## src/hdl/rbst_pkg.sv

```systemverilog
package rbst_pkg;

  // Item and register widths.
  localparam int unsigned FP_W      = 32;
  localparam int unsigned NUM_AXES  = 3;
  localparam int unsigned IN_W      = 224;
  localparam int unsigned OUT_W     = 72;
  localparam int unsigned CFG_IDX_W = 3;

  // Fixed bit patterns.
  localparam logic [31:0] QNAN      = 32'h7FC0_0000;
  localparam logic [31:0] GROW_BITS = 32'h3F80_0003;
  localparam logic [31:0] FP_ZERO   = 32'h0000_0000;

  // Pipeline depths.
  localparam int unsigned ADD_LAT   = 3;
  localparam int unsigned MUL_LAT   = 3;
  localparam int unsigned DIV_STEPS = 25;
  localparam int unsigned REC_LAT   = DIV_STEPS + 2;
  localparam int unsigned LANE_LAT  = REC_LAT + MUL_LAT + 1 + MUL_LAT;
  localparam int unsigned MERGE_LAT = 3;
  localparam int unsigned PIPE_LAT  = LANE_LAT + MERGE_LAT;

  typedef enum logic [CFG_IDX_W-1:0] {
    REG_MIN_X = 3'd0,
    REG_MIN_Y = 3'd1,
    REG_MIN_Z = 3'd2,
    REG_MAX_X = 3'd3,
    REG_MAX_Y = 3'd4,
    REG_MAX_Z = 3'd5
  } cfg_reg_e;

  // Unrounded value: bit 25 of mant is the leading one, bit 1 round, bit 0 sticky.
  typedef struct packed {
    logic               sign;
    logic signed [10:0] exp;
    logic [25:0]        mant;
  } fp_unr_t;

  typedef struct packed {
    logic        spec;
    logic [31:0] spec_val;
    fp_unr_t     u;
  } fp_mid_t;

  typedef struct packed {
    logic        spec;
    logic [31:0] spec_val;
    logic        sign;
    logic [7:0]  exp;
    logic [27:0] sum;
  } add_sum_t;

  typedef struct packed {
    logic               spec;
    logic [31:0]        spec_val;
    logic               sign;
    logic signed [10:0] exp;
    logic [47:0]        prod;
  } mul_prod_t;

  typedef struct packed {
    logic               spec;
    logic [31:0]        spec_val;
    logic               sign;
    logic signed [10:0] exp;
    logic [23:0]        mn;
    logic [25:0]        r;
    logic [24:0]        q;
  } rec_state_t;

  function automatic logic fp_is_nan(input logic [31:0] a);
    return (a[30:23] == 8'hFF) && (a[22:0] != 23'b0);
  endfunction

  function automatic logic fp_is_inf(input logic [31:0] a);
    return (a[30:23] == 8'hFF) && (a[22:0] == 23'b0);
  endfunction

  function automatic logic fp_is_zero(input logic [31:0] a);
    return a[30:0] == 31'b0;
  endfunction

  // Ordered greater-than; false when either side is NaN, and signed zeros are equal.
  function automatic logic fp_gt(input logic [31:0] a, input logic [31:0] b);
    logic [31:0] ka;
    logic [31:0] kb;
    ka = a[31] ? ~a : (a | 32'h8000_0000);
    kb = b[31] ? ~b : (b | 32'h8000_0000);
    return !fp_is_nan(a) && !fp_is_nan(b) && !(fp_is_zero(a) && fp_is_zero(b)) && (ka > kb);
  endfunction

  // Round to nearest even and pack, including subnormal and overflow results.
  function automatic logic [31:0] round_pack(input fp_unr_t u);
    logic [25:0]        m;
    logic [4:0]         sh;
    logic signed [11:0] shw;
    logic signed [11:0] e;
    logic               inc;
    logic               sub;
    logic [24:0]        sum;
    logic [31:0]        res;
    m   = u.mant;
    sh  = 5'd0;
    shw = 12'sd1 - $signed({u.exp[10], u.exp});
    sub = $signed(u.exp) < 11'sd1;
    if (sub) begin
      if (shw > 12'sd26) begin
        sh = 5'd26;
      end else begin
        sh = shw[4:0];
      end
      m = (u.mant >> sh) | {25'b0, |(u.mant & ~({26{1'b1}} << sh))};
    end
    inc = m[1] & (m[0] | m[2]);
    sum = {1'b0, m[25:2]} + {24'b0, inc};
    e   = $signed({u.exp[10], u.exp}) + $signed({11'b0, sum[24]});
    if (u.mant == 26'b0) begin
      res = {u.sign, 31'b0};
    end else if (sub) begin
      res = {u.sign, 7'b0, sum[23:0]};
    end else if (e >= 12'sd255) begin
      res = {u.sign, 8'hFF, 23'b0};
    end else begin
      res = {u.sign, e[7:0], sum[22:0]};
    end
    return res;
  endfunction

  function automatic logic [31:0] fp_finish(input fp_mid_t m);
    return m.spec ? m.spec_val : round_pack(m.u);
  endfunction

  // Adder, first step: special cases, order by magnitude, align and add with guard, round, sticky.
  function automatic add_sum_t add_align(input logic [31:0] a, input logic [31:0] b);
    logic        swp;
    logic [31:0] x;
    logic [31:0] y;
    logic [7:0]  ex;
    logic [7:0]  ey;
    logic [7:0]  d;
    logic [23:0] mx;
    logic [23:0] my;
    logic [26:0] sm;
    logic [26:0] shm;
    logic        stk;
    logic        eff_sub;
    logic [27:0] sum;
    add_sum_t    r;
    swp = b[30:0] > a[30:0];
    x   = swp ? b : a;
    y   = swp ? a : b;
    ex  = (x[30:23] == 8'd0) ? 8'd1 : x[30:23];
    ey  = (y[30:23] == 8'd0) ? 8'd1 : y[30:23];
    mx  = {x[30:23] != 8'd0, x[22:0]};
    my  = {y[30:23] != 8'd0, y[22:0]};
    d   = ex - ey;
    sm  = {my, 3'b0};
    if (d > 8'd26) begin
      shm = 27'b0;
      stk = |sm;
    end else begin
      shm = sm >> d;
      stk = |(sm & ~({27{1'b1}} << d));
    end
    shm[0]  = shm[0] | stk;
    eff_sub = x[31] ^ y[31];
    sum = eff_sub ? ({1'b0, mx, 3'b0} - {1'b0, shm}) : ({1'b0, mx, 3'b0} + {1'b0, shm});
    r.sign = (eff_sub && (sum == 28'b0)) ? 1'b0 : x[31];
    r.exp  = ex;
    r.sum  = sum;
    r.spec = 1'b1;
    if (fp_is_nan(a) || fp_is_nan(b)) begin
      r.spec_val = QNAN;
    end else if (fp_is_inf(x) && fp_is_inf(y) && eff_sub) begin
      r.spec_val = QNAN;
    end else if (fp_is_inf(x)) begin
      r.spec_val = x;
    end else begin
      r.spec     = 1'b0;
      r.spec_val = x;
    end
    return r;
  endfunction

  // Adder, second step: normalize the sum.
  function automatic fp_mid_t add_norm(input add_sum_t s);
    logic [26:0]        n;
    logic [4:0]         lz;
    logic signed [10:0] e;
    fp_mid_t            r;
    lz = 5'd0;
    for (int i = 0; i < 27; i++) begin
      if (s.sum[i]) lz = 5'(26 - i);
    end
    e = $signed({3'b0, s.exp});
    if (s.sum[27]) begin
      n = {s.sum[27:2], s.sum[1] | s.sum[0]};
      e = e + 11'sd1;
    end else begin
      n = s.sum[26:0] << lz;
      e = e - $signed({6'b0, lz});
    end
    r.spec     = s.spec;
    r.spec_val = s.spec_val;
    r.u.sign   = s.sign;
    r.u.exp    = e;
    r.u.mant   = {n[26:2], |n[1:0]};
    return r;
  endfunction

  // Multiplier, first step: special cases and the mantissa product.
  function automatic mul_prod_t mul_core(input logic [31:0] a, input logic [31:0] b);
    logic [7:0]  ea;
    logic [7:0]  eb;
    logic [23:0] ma;
    logic [23:0] mb;
    logic        s;
    mul_prod_t   r;
    s  = a[31] ^ b[31];
    ea = (a[30:23] == 8'd0) ? 8'd1 : a[30:23];
    eb = (b[30:23] == 8'd0) ? 8'd1 : b[30:23];
    ma = {a[30:23] != 8'd0, a[22:0]};
    mb = {b[30:23] != 8'd0, b[22:0]};
    r.sign = s;
    r.exp  = $signed({3'b0, ea}) + $signed({3'b0, eb}) - 11'sd126;
    r.prod = ma * mb;
    r.spec = 1'b1;
    if (fp_is_nan(a) || fp_is_nan(b)) begin
      r.spec_val = QNAN;
    end else if ((fp_is_inf(a) && fp_is_zero(b)) || (fp_is_zero(a) && fp_is_inf(b))) begin
      r.spec_val = QNAN;
    end else if (fp_is_inf(a) || fp_is_inf(b)) begin
      r.spec_val = {s, 8'hFF, 23'b0};
    end else if (fp_is_zero(a) || fp_is_zero(b)) begin
      r.spec_val = {s, 31'b0};
    end else begin
      r.spec     = 1'b0;
      r.spec_val = FP_ZERO;
    end
    return r;
  endfunction

  // Multiplier, second step: normalize the product.
  function automatic fp_mid_t mul_norm(input mul_prod_t p);
    logic [47:0] n;
    logic [5:0]  lz;
    fp_mid_t     r;
    lz = 6'd0;
    for (int i = 0; i < 48; i++) begin
      if (p.prod[i]) lz = 6'(47 - i);
    end
    n          = p.prod << lz;
    r.spec     = p.spec;
    r.spec_val = p.spec_val;
    r.u.sign   = p.sign;
    r.u.exp    = $signed(p.exp) - $signed({5'b0, lz});
    r.u.mant   = {n[47:23], |n[22:0]};
    return r;
  endfunction

  // Reciprocal setup: normalize the divisor and pick the first partial remainder.
  function automatic rec_state_t rec_prep(input logic [31:0] d);
    logic [23:0] md;
    logic [7:0]  ed;
    logic [4:0]  lz;
    logic        pow;
    rec_state_t  r;
    md = {d[30:23] != 8'd0, d[22:0]};
    ed = (d[30:23] == 8'd0) ? 8'd1 : d[30:23];
    lz = 5'd0;
    for (int i = 0; i < 24; i++) begin
      if (md[i]) lz = 5'(23 - i);
    end
    r.mn   = md << lz;
    pow    = r.mn[22:0] == 23'b0;
    r.r    = pow ? 26'h080_0000 : 26'h100_0000;
    r.q    = 25'b0;
    r.sign = d[31];
    r.exp  = 11'sd253 + $signed({10'b0, pow}) - ($signed({3'b0, ed}) - $signed({6'b0, lz}));
    r.spec = 1'b1;
    if (fp_is_nan(d)) begin
      r.spec_val = QNAN;
    end else if (fp_is_zero(d)) begin
      r.spec_val = {d[31], 8'hFF, 23'b0};
    end else if (fp_is_inf(d)) begin
      r.spec_val = {d[31], 31'b0};
    end else begin
      r.spec     = 1'b0;
      r.spec_val = FP_ZERO;
    end
    return r;
  endfunction

  // One restoring division step: one quotient bit.
  function automatic rec_state_t rec_step(input rec_state_t s);
    logic       ge;
    rec_state_t r;
    r  = s;
    ge = s.r >= {2'b0, s.mn};
    r.q = {s.q[23:0], ge};
    r.r = (ge ? (s.r - {2'b0, s.mn}) : s.r) << 1;
    return r;
  endfunction

  function automatic fp_mid_t rec_final(input rec_state_t s);
    fp_mid_t r;
    r.spec     = s.spec;
    r.spec_val = s.spec_val;
    r.u.sign   = s.sign;
    r.u.exp    = s.exp;
    r.u.mant   = {s.q, s.r != 26'b0};
    return r;
  endfunction

endpackage

```

## src/hdl/rbst_fmul.sv

```systemverilog
module rbst_fmul (
  input  logic        clk_i,
  input  logic        en_i,
  input  logic [31:0] a_i,
  input  logic [31:0] b_i,
  output logic [31:0] prod_o
);
  import rbst_pkg::*;

  mul_prod_t   s1_q;
  fp_mid_t     s2_q;
  logic [31:0] s3_q;

  // Multiply mantissas, normalize, then round.
  always_ff @(posedge clk_i) begin
    if (en_i) begin
      s1_q <= mul_core(a_i, b_i);
      s2_q <= mul_norm(s1_q);
      s3_q <= fp_finish(s2_q);
    end
  end

  assign prod_o = s3_q;

endmodule

```

## config.mk

```make
export PLATFORM = sky130hd
export DESIGN_NAME = rbst_fmul
export DESIGN_NICKNAME = d
export VERILOG_FILES = /design/src/hdl/rbst_pkg.sv /design/src/hdl/rbst_fmul.sv
export SDC_FILE = /design/constraint.sdc
export NUM_CORES = 2
export LEC_CHECK = 0
export ABC_AREA = 1
export ABC_CLOCK_PERIOD_IN_PS = 20600
export BUFFER_PORTS_ARGS = -buffer_cell sky130_fd_sc_hd__clkbuf_2
export CORE_MARGIN = 1.5
export CORE_UTILIZATION = 40
export CTS_CLUSTER_SIZE = 25
export DETAILED_ROUTE_END_ITERATION = 6
export PLACE_DENSITY = 0.6
export SYNTH_ARGS = -nofsm -noshare
export SYNTH_HDL_FRONTEND = slang
export SYNTH_SLANG_ARGS = --single-unit
```

## constraint.sdc

```tcl
create_clock -name clk_i -period 20.6 [get_ports clk_i]
set_input_delay 1.03 -clock clk_i [delete_from_list [all_inputs] [get_ports clk_i]]
set_output_delay 1.03 -clock clk_i [all_outputs]
set_load 0.005 [all_outputs]
```

; ---- Yosys cells after proc, flatten, opt, wreduce, memory -nomap -nowiden
; Index checks and enable logic that the tools add are counted.
[totals]
register_bits = 196
word_cells = 121
[op_classes]
addsub = 6
n_mul = 1
magnitude_cmp = 3
n_eq_ne = 2
shift = 3
mux = 63
bitwise_logic = 6
n_reduce_logical = 25
[ops]
columns = cell, count
row1 = $mux W6, 49
row2 = $mux W32, 3
row3 = $mux W31, 3
row4 = $logic_not A31 Y1, 2
row5 = $mux W26, 2
row6 = $mul A24 B24 Y48, 1
row7 = $shl A48 B6 Y48, 1
row8 = $logic_not A23 Y1, 2
row9 = $reduce_bool A23 Y1, 2
row10 = $and A26 B26 Y26, 1
row11 = $logic_not A26 Y1, 1
row12 = $not A26 Y26, 1
row13 = $or A26 B1 Y26, 1
row14 = $reduce_or A26 Y1, 1
row15 = $shl A26 B5 Y26 const A, 1
row16 = $shr A26 B5 Y26, 1
row17 = $add A24 B1 Y25, 1
row18 = $reduce_or A23 Y1, 1
row19 = $eq A8 B8 Y1 const B, 2
row20 = $logic_not A8 Y1, 2
row21 = $mux W8, 2
row22 = $reduce_bool A8 Y1, 2
row23 = $mux W5, 3
row24 = $add A11 B2 Y12, 1
row25 = 15 further kinds, 23

; ---- Depth between registers and ports, before layout
[logic_depth]
ltp_word = 51
depth_mapped = 60
depth_no_buf = 59

; ---- Worst setup path before layout
; OpenSTA, ideal clock, no wires.
[synth_timing]
kind = input to register
startpoint = in b_i[3]
endpoint = reg s1_q[45] (netlist name), data pin
setup_time_ns = 0.263
arrival_time_ns = 8.077
required_ns = 20.337
setup_slack_ns = 12.260
path_stages = 33
path_cell_list = clkbuf_1 -> clkbuf_1 -> nand2_1 -> fa_1 -> inv_1 -> fa_1 -> fa_1 -> inv_1 -> fa_1 -> fa_1 -> inv_1 -> fa_1 -> fa_1 -> ha_1 -> nand2_1 -> nor2_1 -> nand2_1 -> o211ai_1 -> a21oi_1 -> o21ai_1 -> a21oi_1 -> o21ai_1 -> a21oi_1 -> o21bai_1 -> a21oi_1 -> o21bai_1 -> a21o_1 -> a21oi_1 -> o21ai_1 -> a21oi_1 -> o31ai_1 -> a311oi_1 -> xnor2_1
[synth_between]
elab_chain_cells = 1
[synth_lines]
columns = element, line
row1 = from (decl), rbst_fmul.sv:5  ; input logic [31:0] b_i,
row2 = $mul A24 B24 Y48, rbst_pkg.sv:227  ; r.prod = ma * mb;
row3 = to (signal assigned), rbst_fmul.sv:17  ; s1_q <= mul_core(a_i, b_i);
row4 = to (decl), rbst_fmul.sv:10  ; mul_prod_t s1_q;
; No other way between the ends.
; A chain may end at the register's enable or synchronous reset.

; ---- Worst setup path in the final report
; Ends and elaborated chain as after synthesis.

==> metrics.log <==
[metrics] delay of the slowest cell on the worst path: 0.58 ns
[metrics] number of global-route vias before repair: 25390
[metrics] DRC violations left: 4
[metrics] share of synthesized cell area in full adder, half adder and majority cells: 41.24%
[metrics] root buffer selected by CTS: sky130_fd_sc_hd__clkbuf_16
[metrics] share of the clock period used by the worst path after layout: 42.33%
[metrics] final worst clock skew: 0.01764 ns
[metrics] Min Hold Slack: 0.4249 ns
[metrics] global-route wire length before repair: 135300 um
[metrics] Fin. Hold Viols: 0
[metrics] commonest cells in the netlist: sky130_fd_sc_hd__nand2_1, sky130_fd_sc_hd__inv_1, sky130_fd_sc_hd__fa_1, sky130_fd_sc_hd__ha_1, sky130_fd_sc_hd__clkbuf_1
[metrics] Post-CTS Setup Repair Bufs: 0
[metrics] Total Neg Setup Slack: 0 ns
[metrics] portion of synthesized cell area occupied by the leading cell type: 32.74%
[metrics] post-route antenna net violation count: 0
[metrics] Synth Flop Type: sky130_fd_sc_hd__edfxtp_1
[metrics] largest cells by area after synthesis: sky130_fd_sc_hd__fa_1, sky130_fd_sc_hd__edfxtp_1, sky130_fd_sc_hd__nand2_1, sky130_fd_sc_hd__inv_1, sky130_fd_sc_hd__ha_1
[metrics] 1st-pass router iterations: 7
[metrics] final-layout fill cell count: 7489
[metrics] terminus of the critical flop-to-flop path: prod_o[16]
[metrics] length in cells of the worst reg-to-reg path: 46
[metrics] cell repeated most along the worst path: sky130_fd_sc_hd__fa_1
[metrics] number of I/O port buffers: 97
[metrics] routed vias: 24490
[metrics] transition time at the pin with the least slew margin: 1.158 ns
[metrics] Floorplan Core Area: 0.07308 sq mm
[metrics] XOR/XNOR Fraction of Synth Area: 1.835%
[metrics] simple-gate portion of the synthesized area: 20.25%
[metrics] maximum clock insertion buffer count: 2
[metrics] die footprint: 0.07562 sq mm
[metrics] insertion delay to the later sink of the worst-skew pair: 0.45 ns
[metrics] biggest fanout along the worst timing path: 25
[metrics] proportion of synthesized chip area in sequential cells: 13.90%
[metrics] path length in cells of the critical path: 32
[metrics] cells resized by post-CTS repair: 0
[metrics] flops & latches, synth: 137
[metrics] largest family of logic cells by synthesized area: adder cells
[metrics] post-DR vias/cell: 5.118
[metrics] required time of the critical path: 20.79 ns
[metrics] number of distinct library cells after synthesis: 60
[metrics] Die Y-Extent: 275.0 um
[metrics] highest-delay cell along the critical path: sky130_fd_sc_hd__fa_1
[metrics] final weighted congestion in routability-driven placement: 0.9259
[metrics] fin. max-slew vios: 0
[metrics] status: complete, but fails checks
[metrics] number of top-level pins: 98
[metrics] detailed-placement wirelength estimate: 64810 um
[metrics] clock period minus worst slack: 8.720 ns
[metrics] Max Clk Rate: 114.7 MHz
[metrics] async set-or-reset flop fraction in the synthesized netlist: 0%
[metrics] violations in the final reports: DRC
[metrics] routing usage on met1: 29.45%
[metrics] CP Data Arrival Time: 8.91 ns
[metrics] Routed WL per cell: 17.34 um
[metrics] Row Count: 99
[metrics] multiplexer share of the synthesized area: 0.4440%
[metrics] number of max-cap violations: 0
[metrics] diodes inserted: 0
[metrics] WHS Endpoint: s2_q[60]
[metrics] mean cell area of the mapped netlist: 7.619 sq um
[metrics] kind of end point of the critical path: flip-flop
[metrics] CTS buffer count: 17
[metrics] worst path bufs/invs: 4
[metrics] M3 GR Usage: 2.418%
[metrics] signed area change from the synthesized netlist to the final layout: 5.319%
[metrics] CP startpoint kind: primary input
[metrics] Initial Utilization: 40.49%
[metrics] highest-utilization routing layer at the global route stage: met2
[metrics] count of hold-fix buffers inserted at cts: 0
[metrics] setup slack, reg-to-reg: 11.97 ns
[metrics] largest net degree at the start of global routing: 84
[metrics] final wirelength: 82970 um
[metrics] Crit Path Category: primary input to flip-flop
[metrics] Die X-Extent: 275.0 um
[metrics] Synthesized Nets: 4635
[metrics] count of yosys warnings during synthesis: 0
[metrics] count leader, synth: sky130_fd_sc_hd__nand2_1
[metrics] launch point of the worst reg-to-reg path: s2_q[27]
[metrics] number of synthesized flops with an enable pin: 137
[metrics] Hold WC Path Type: flip-flop to flip-flop
[metrics] Synth Area in Compound Gates: 7.839%
[metrics] critical hold path startpoint: s1_q[82]
[metrics] synthesized netlist cell count: 3884
[metrics] sink count of the clock tree: 137
[metrics] CTS tree: yes
[metrics] worst max-slew margin expressed relative to the limit: 22.71%
[metrics] net total in the final layout: 4564
[metrics] global-route usage over all layers: 22.73%
[metrics] layout cell share with drive strength beyond 1: 4.966%
[metrics] Min-Delay Path Depth: 0
[metrics] Clock Pin Slew Worst Setup and Hold Paths: 0.06 ns
[metrics] total standard cell area after synthesis: 0.02959 sq mm
[metrics] total grt overflow: 0
[metrics] cell family contributing the most delay on the critical path: adder cells
[metrics] RSZ-0062 raised after global routing: no
[metrics] initial antenna violation count: 0
[metrics] H-tree Lvls: 4
[metrics] met2 routing resource usage after global routing: 39.98%
[metrics] cell type contributing the most total cell area after synthesis: sky130_fd_sc_hd__fa_1
[metrics] count of endpoints failing setup in the final report: 0
[metrics] drt first-iter violations: 1926
==> worst max-delay path by stage <==
stage                  to      from  slack [ns]
6_report         s1_q[45]    b_i[3]       11.88
5_1_grt        prod_o[16]  s2_q[27]       11.19
4_1_cts          s1_q[45]    b_i[3]       11.87
3_5_place_dp     s1_q[45]   a_i[13]       11.41
3_3_place_gp     s1_q[45]   a_i[11]       11.55
2_1_floorplan    s1_q[45]    b_i[3]       12.26
==> cell usage in the layout, fill, tap and decap left out, types with 4 or more instances in the layout <==
cell and instances:
sky130_fd_sc_hd__a211oi_1 6, sky130_fd_sc_hd__o21ai_0 157, sky130_fd_sc_hd__o2111ai_1 12, sky130_fd_sc_hd__xnor2_1 20, sky130_fd_sc_hd__nor3_1 23, sky130_fd_sc_hd__o21a_1 4
sky130_fd_sc_hd__nand2_2 4, sky130_fd_sc_hd__nand4_1 46, sky130_fd_sc_hd__ha_1 201, sky130_fd_sc_hd__clkinv_2 4, sky130_fd_sc_hd__or2_2 5, sky130_fd_sc_hd__clkinvlp_4 4
sky130_fd_sc_hd__o31ai_1 5, sky130_fd_sc_hd__mux2i_1 12, sky130_fd_sc_hd__a31oi_1 12, sky130_fd_sc_hd__nor4_1 25, sky130_fd_sc_hd__o21bai_1 5, sky130_fd_sc_hd__clkbuf_16 17
sky130_fd_sc_hd__o22ai_1 18, sky130_fd_sc_hd__nand3_1 180, sky130_fd_sc_hd__inv_2 10, sky130_fd_sc_hd__edfxtp_1 137, sky130_fd_sc_hd__inv_1 913, sky130_fd_sc_hd__o221ai_1 5
sky130_fd_sc_hd__buf_4 19, sky130_fd_sc_hd__o21ai_1 42, sky130_fd_sc_hd__xor2_1 42, sky130_fd_sc_hd__nand2_1 1001, sky130_fd_sc_hd__a21oi_1 94, sky130_fd_sc_hd__fa_1 484
sky130_fd_sc_hd__nor2_2 11, sky130_fd_sc_hd__nor2_1 142, sky130_fd_sc_hd__o211ai_1 16, sky130_fd_sc_hd__and2_1 5, sky130_fd_sc_hd__clkbuf_2 96
==> kinds of logic (layout without fill, tap and decap cells) <==
logic type | after synthesis | after routing
xor+xnor | 62 | 62
buf+inv | 1131 | 1073
mux | 13 | 13
flops | 137 | 137
fa+ha+maj | 685 | 685
compound gates | 403 | 403
simple gates | 1453 | 1453
==> sequential cells by signal (all words and copies together), names as in the netlist <==
register	count
s1_q	63
s2_q	42
prod_o	32
==> routing by layer <==
layer | part of all wire, % | wire length, um
met1 | 43 | 35900
met3 | 4.9 | 4075
met5 | 0 | 0
met2 | 49 | 40630
met4 | 2.8 | 2359
==> worst register-to-register path: cells and delay by family, from the launching register on <==
| family | cells | cell delay (ns) |
|---|---|---|
| and+or+nand+nor | 22 | 3.29 |
| AOI/OAI and AO/OA | 14 | 2.39 |
| adders and majority gates | 4 | 0.87 |
| buffers and inverters | 6 | 1.23 |
| DFF | 1 | 0.60 |
==> final cells by class <==
class / instances / area, sq um / share of cell area, %
Clock inverter: 14 / 100.1 / 0.3212
Tap cell: 959 / 1200 / 3.850
Clock buffer: 18 / 429.2 / 1.377
Inverter: 925 / 3472 / 11.14
Multi-Input combinational cell: 2616 / 21220 / 68.07
Timing Repair Buffer: 116 / 634.4 / 2.035
Sequential cell: 137 / 4114 / 13.20
==> per-stage QoR <==
stage / cells / setup WS [ns] / area [sq um] / utilization (%)
after floorplan: 3884 / 12.26 / 29590 / -
after global placement: 4753 / 11.55 / 30640 / 41.92
after detailed placement: 4753 / 11.41 / 30640 / 41.92
after CTS: 4785 / 11.87 / 31160 / 42.64
after global routing: 4785 / 11.19 / 31160 / 42.64
final: 4785 / 11.88 / 31160 / 42.64
Power is not shown: default switching activity piles up to over one toggle a cycle in this logic, so the estimate is an artifact.
